File: config.mk
export PLATFORM = sky130hd
export DESIGN_NAME = lzo_ctrl
export DESIGN_NICKNAME = d
export VERILOG_FILES = /design/src/hw/rtl/lzo_pkg.sv /design/src/hw/rtl/lzo_ctrl.sv
export VERILOG_INCLUDE_DIRS = /design/src /design/src/hw/rtl
export SDC_FILE = /design/constraint.sdc
export NUM_CORES = 1
export LEC_CHECK = 0
export ABC_AREA = 0
export BUFFER_PORTS_ARGS = -buffer_cell sky130_fd_sc_hd__buf_2
export CAP_MARGIN = 25
export CORE_MARGIN = 2
export CORE_UTILIZATION = 30
export CTS_CLUSTER_DIAMETER = 100
export CTS_CLUSTER_SIZE = 40
export DETAILED_ROUTE_END_ITERATION = 16
export GPL_TIMING_DRIVEN = 1
export PLACE_DENSITY_LB_ADDON = 0.12
export SLEW_MARGIN = 20
export SYNTH_ARGS = -nofsm -noshare
export SYNTH_HDL_FRONTEND = slang
export SYNTH_SLANG_ARGS = --single-unit
export TNS_END_PERCENT = 30
File: constraint.sdc
create_clock -name clk -period 1.77 [get_ports clk]
set_clock_uncertainty 0.1 [all_clocks]
set_input_delay 0.354 -clock clk [delete_from_list [all_inputs] [get_ports clk]]
set_output_delay 0.354 -clock clk [all_outputs]
set_load 0.01 [all_outputs]
File: src/hw/rtl/lzo1x_stream_decompressor_defines.svh
// assertion macros for the lzo1x decompressor rtl
// no dependencies; simulation builds see the checks, synthesis sees nothing
`ifndef LZO1X_STREAM_DECOMPRESSOR_DEFINES_SVH
`define LZO1X_STREAM_DECOMPRESSOR_DEFINES_SVH
`ifndef SYNTHESIS
`define LZO_ASSERT(lbl, clk, rst, prop) \
  lbl: assert property (@(posedge clk) disable iff (rst) prop) \
    else $error("lzo1x check failed");
`define LZO_ASSERT_NEXT(lbl, clk, rst, ante, cons) \
  lbl: assert property (@(posedge clk) disable iff (rst) (ante) |=> (cons)) \
    else $error("lzo1x check failed");
`else
`define LZO_ASSERT(lbl, clk, rst, prop)
`define LZO_ASSERT_NEXT(lbl, clk, rst, ante, cons)
`endif
`endif

File: src/hw/rtl/lzo_pkg.sv
// shared types, constants and helpers for the lzo1x decompressor
// no dependencies
package lzo_pkg;

  localparam int HISTORY_DEPTH = 65536;
  localparam int HIST_AW       = $clog2(HISTORY_DEPTH);
  localparam int DRAIN_BURST   = 64;
  localparam int BURST_W       = (DRAIN_BURST > 1) ? $clog2(DRAIN_BURST) : 1;

  localparam logic CMD_FEED  = 1'b0;
  localparam logic CMD_DRAIN = 1'b1;

  localparam int ERR_DEPLETED = 0;
  localparam int ERR_FULL     = 1;
  localparam int ERR_BACKPTR  = 2;
  localparam int ERR_BAD      = 3;

  localparam logic [23:0] MAX24 = 24'hFFFFFF;

  typedef struct packed {
    logic feed;       // consume one compressed byte
    logic status;     // empty drain: status beat only
    logic rd;         // read history at copy source
    logic copy;       // write copied byte and emit it
    logic last_beat;  // copy beat closes the drain
  } dp_cmd_t;

  typedef struct packed {
    logic match_pending;
    logic match_one;
    logic out_free;
  } dp_stat_t;

  function automatic logic [23:0] sat24(logic [23:0] a, logic [23:0] b);
    logic [24:0] s;
    s = {1'b0, a} + {1'b0, b};
    return s[24] ? MAX24 : s[23:0];
  endfunction

endpackage

File: src/hw/rtl/lzo_ctrl.sv
// sequencer for feed, status and drain beats of the lzo1x decompressor
// depends on lzo_pkg and the assertion macro header
`include "lzo1x_stream_decompressor_defines.svh"
module lzo_ctrl (
  input  logic              clk,
  input  logic              rst,
  input  logic              in_valid,
  output logic              in_stall,
  input  logic              command,
  input  lzo_pkg::dp_stat_t stat,
  output lzo_pkg::dp_cmd_t  cmd
);

  typedef enum logic [1:0] {S_IDLE, S_RD, S_EMIT} state_t;

  state_t                      state;
  logic [lzo_pkg::BURST_W-1:0] cnt;
  logic                        accept;
  logic                        end_burst;

  assign in_stall  = !(state == S_IDLE && stat.out_free);
  assign accept    = in_valid && !in_stall;
  assign end_burst = stat.match_one ||
                     (cnt == lzo_pkg::BURST_W'(lzo_pkg::DRAIN_BURST - 1));

  always_comb begin
    cmd = '0;
    unique case (state)
      S_IDLE: begin
        cmd.feed   = accept && (command == lzo_pkg::CMD_FEED);
        cmd.status = accept && (command == lzo_pkg::CMD_DRAIN) && !stat.match_pending;
      end
      S_RD: cmd.rd = 1'b1;
      S_EMIT: begin
        cmd.copy      = stat.out_free;
        cmd.last_beat = end_burst;
      end
      default: cmd = '0;
    endcase
  end

  always_ff @(posedge clk) begin
    if (rst) begin
      state <= S_IDLE;
      cnt   <= '0;
    end else begin
      unique case (state)
        S_IDLE: begin
          if (accept && command == lzo_pkg::CMD_DRAIN && stat.match_pending) begin
            state <= S_RD;
            cnt   <= '0;
          end
        end
        S_RD: state <= S_EMIT;
        S_EMIT: begin
          if (stat.out_free) begin
            state <= end_burst ? S_IDLE : S_RD;
            cnt   <= cnt + 1'b1;
          end
        end
        default: state <= S_IDLE;
      endcase
    end
  end

  `LZO_ASSERT(a_busy_stalls, clk, rst, (state != S_IDLE) |-> in_stall)
  `LZO_ASSERT_NEXT(a_rd_then_emit, clk, rst, state == S_RD, state == S_EMIT)
  `LZO_ASSERT(a_copy_pending, clk, rst, cmd.copy |-> stat.match_pending)

endmodule

==> reports/summary.md <==
The post-synthesis instance total is 55. Endpoint of the most critical setup path: cmd[0]. The worst hold path belongs to the class in -> reg.

Area taken by multi-input logic gates: 299 sq um. In the routed layout, each cell is associated on average with a via count of 5.32. The routed layout has 468 vias. The worst setup path is of the reg -> out kind. The final layout net count was 83; the warning count from the yosys run was 0. The checks that failed: negative setup slack. The tree is rooted in a sky130_fd_sc_hd__clkbuf_4. After clock tree synthesis, the clock-pin slew on the worst setup and hold paths is 50 ps. TritonCTS built the clock tree.

After the first detailed-routing iteration, the DRC count stood at 10. At the later pin of the worst-skew pair, clock insertion delay measures 250 ps. The number of detailed-routing iterations run before antenna repair was 3. The first element of the critical path was cnt[1].

In the layout the commonest cells are 12 x sky130_fd_sc_hd__buf_2, 6 x sky130_fd_sc_hd__dfxtp_1, 5 x sky130_fd_sc_hd__inv_1. The worst register-to-register path has a depth of 3. For the met3 global-route usage, the log shows 0.0690.

The tightest hold path in the finished design has a slack of 267 ps. Entering global routing, the biggest net connects 9 pins. Leading cell type in the layout, fill and taps excluded: sky130_fd_sc_hd__buf_2.

The final critical delay including setup and external delays is 1800 ps. During I/O placement, the number of pins put on the boundary was 13. The final standard cell utilization of the core was 0.461. The run finished, with violations left.

The overall global routing resource usage came out at 0.139. Timing would allow up to 0.556 GHz. The run gives 0 as the antenna diode count. The global-route track usage on met2 was 0.212.

The mapped netlist covers 439 sq um. For the relative slew slack, the log shows 0.754. Die boundary width: 42.3 um. The met1 layer usage reported by global route was 0.174.

The area taken by flip-flops and latches is 165 sq um, and the maximum resistive drop on vdd is 0.000283 V. Deepest clock path buffer count: 2. The congestion estimate from routability-driven global placement came to 0.759.

At the pin with the least slew margin, the transition time is 360 ps. The average instance area after synthesis is 7.98 sq um. The count of nets left with antenna violations once routing finished came out at 0.

The wire-length estimate of the detail-placed layout is 807 um. Synthesis inferred 8 register bits. The sort of element at the start of the critical path is a flop. The worst register-to-register path begins at state[1]. During placement, the flow inserted port buffers numbering 12. Max-cap check violation count: 0. The number of hold violations in the final report was 0; the initial antenna violation count was 0. The run gives 25 as the unique cell type count in the Yosys netlist. The tools report the endpoint of the worst-slack reg-to-reg timing path as cnt[5]. For the total core area, the log shows 1330 sq um. The number of buffers inserted by hold repair at cts is 0, and the overall die area is 1790 sq um. For the register-to-register path setup slack, the log shows 370 ps. Setup repair after global routing could not meet its margin everywhere.

The sequential share of the synthesized area was 0.365; the worst path required time was 1320 ps. The vertical die dimension was 42.3 um; the number of nets in the synthesized netlist was 63. The tools report the minimum setup slack in the final design as -29.4 ps. In this run the static leakage power is 0.000239 uW. The logs give 1 for the number of setup violations in the final report and 1350 ps for the data arrival time of the critical path. The routed design has 1.16 mm of wire. The portion of the clock cycle consumed by the worst path in the final layout was 1.02; the total clock buffers created by CTS was 3. The share of flip-flops with an asynchronous set or reset is 0.

In this run the worst path has a maximum fanout of 3. For the clock net sink count, the log shows 8. Relative to the synthesized area, the layout overhead comes to 39.9%. The commonest register cell after synthesis was sky130_fd_sc_hd__dfxtp_1. The first global-routing pass estimated 1.88 mm of wire. Max-slew violation count: 0. The run gives 420 as the number of global-route vias before repair.

The aggregate global routing overflow is 0, and the power density normalized to cell area is 593 nW/um^2. For this run, design rule violations remaining after detail routing come to 0. For the count of standard-cell rows, the log shows 13.

The run gives 364 uW as the total power. The number of flops mapped to enable cells by yosys is 0, and the placement-stage worst setup slack is 134 ps. The fill cell instance count of the final layout was 146; the H-tree depth was 1. The layer flagged by global routing as most heavily used is met2. The proportion of layout cells with a drive suffix above 1 was 0.397. The wire length per cell after detailed routing was 13.2 um; the initial core utilization was 0.329.

STA classifies the critical path endpoint as an output pin.
[stage by stage]
stage / cells / TNS [ps] / instance area, sq um
CTS: 87 / -1.73 / 586
finish: 88 / -29.4 / 614
floorplan: 55 / 0 / 439
global route: 88 / -129 / 614
global placement: 83 / 0 / 529
detailed placement: 83 / 0 / 529
[how the worst min path moves through the flow]
stage                start      to  slack [ps]  cells past startpoint
CTS                    rst  cnt[1]         270                      2
global route           rst  cnt[1]         270                      2
global placement    cnt[1]  cnt[1]         400                      2
floorplan           cnt[1]  cnt[1]         380                      2
detailed placement  cnt[1]  cnt[1]         410                      2
finish                 rst  cnt[1]         270                      2
[layout make-up]
cell class,count,area share
multi-input combinational,41,0.487
sequential,8,0.269
clock buffer,3,0.0367
tap,15,0.0305
inverter,5,0.0305
timing repair buffer,16,0.147
[cells by family after synthesis]
kind of cell	after synthesis	synth area share
AND/OR/NAND/NOR	23	0.313
adder cells (fa/ha/maj)	1	0.0285
buffers and inverters	6	0.0513
flip-flops	8	0.365
AO/OA/AOI/OAI	17	0.242
[state kept, by name, summed over array words and instances (netlist names)]
signal / flops
cnt: 6
state: 2
[where the power goes]
part           switching (uW)  leakage [uW]  internal (uW)
clock                    63.5     0.0000138           77.7
sequential               1.47     0.0000658            180
combinational            22.6      0.000160           19.1
[metal layers]
layer  wire length (um)  share of wire  vias up
met3                 69          0.059        2
met4                 17          0.015        0
met5                  0              0        -
li1                   -              -      240
met2                528           0.45       10
met1                546           0.47      216
[Yosys cell counts (all sizes together) (2+ instances only)]
| cell type | instances | area share |
|---|---|---|
| a211oi | 2 | 0.034 |
| nand2b | 2 | 0.028 |
| nand3b | 2 | 0.034 |
| nand3 | 3 | 0.034 |
| o21ai | 3 | 0.034 |
| dfxtp | 8 | 0.36 |
| nor3 | 3 | 0.034 |
| and2b | 2 | 0.040 |
| nor2 | 4 | 0.034 |
| a21oi | 4 | 0.046 |
| inv | 5 | 0.043 |
| a31oi | 4 | 0.057 |
[critical path: stages, from the launching register on]
cell	delay (ps)
sky130_fd_sc_hd__dfxtp_4	360
sky130_fd_sc_hd__ha_4	140
sky130_fd_sc_hd__and3_4	200
sky130_fd_sc_hd__a31oi_4	90
sky130_fd_sc_hd__nor3_2	170
sky130_fd_sc_hd__buf_2	140
[repair_timing]
| item | CTS | global route |
|---|---|---|
| gates resized for setup | 6 | 4 |
| pin swaps | 1 | 2 |
| buffers inserted | 1 | 1 |
| endpoints found under the setup margin | 1 | 2 |
| endpoints found under the hold margin | 0 | 0 |
No activity file was read; power rests on OpenSTA's default activity.
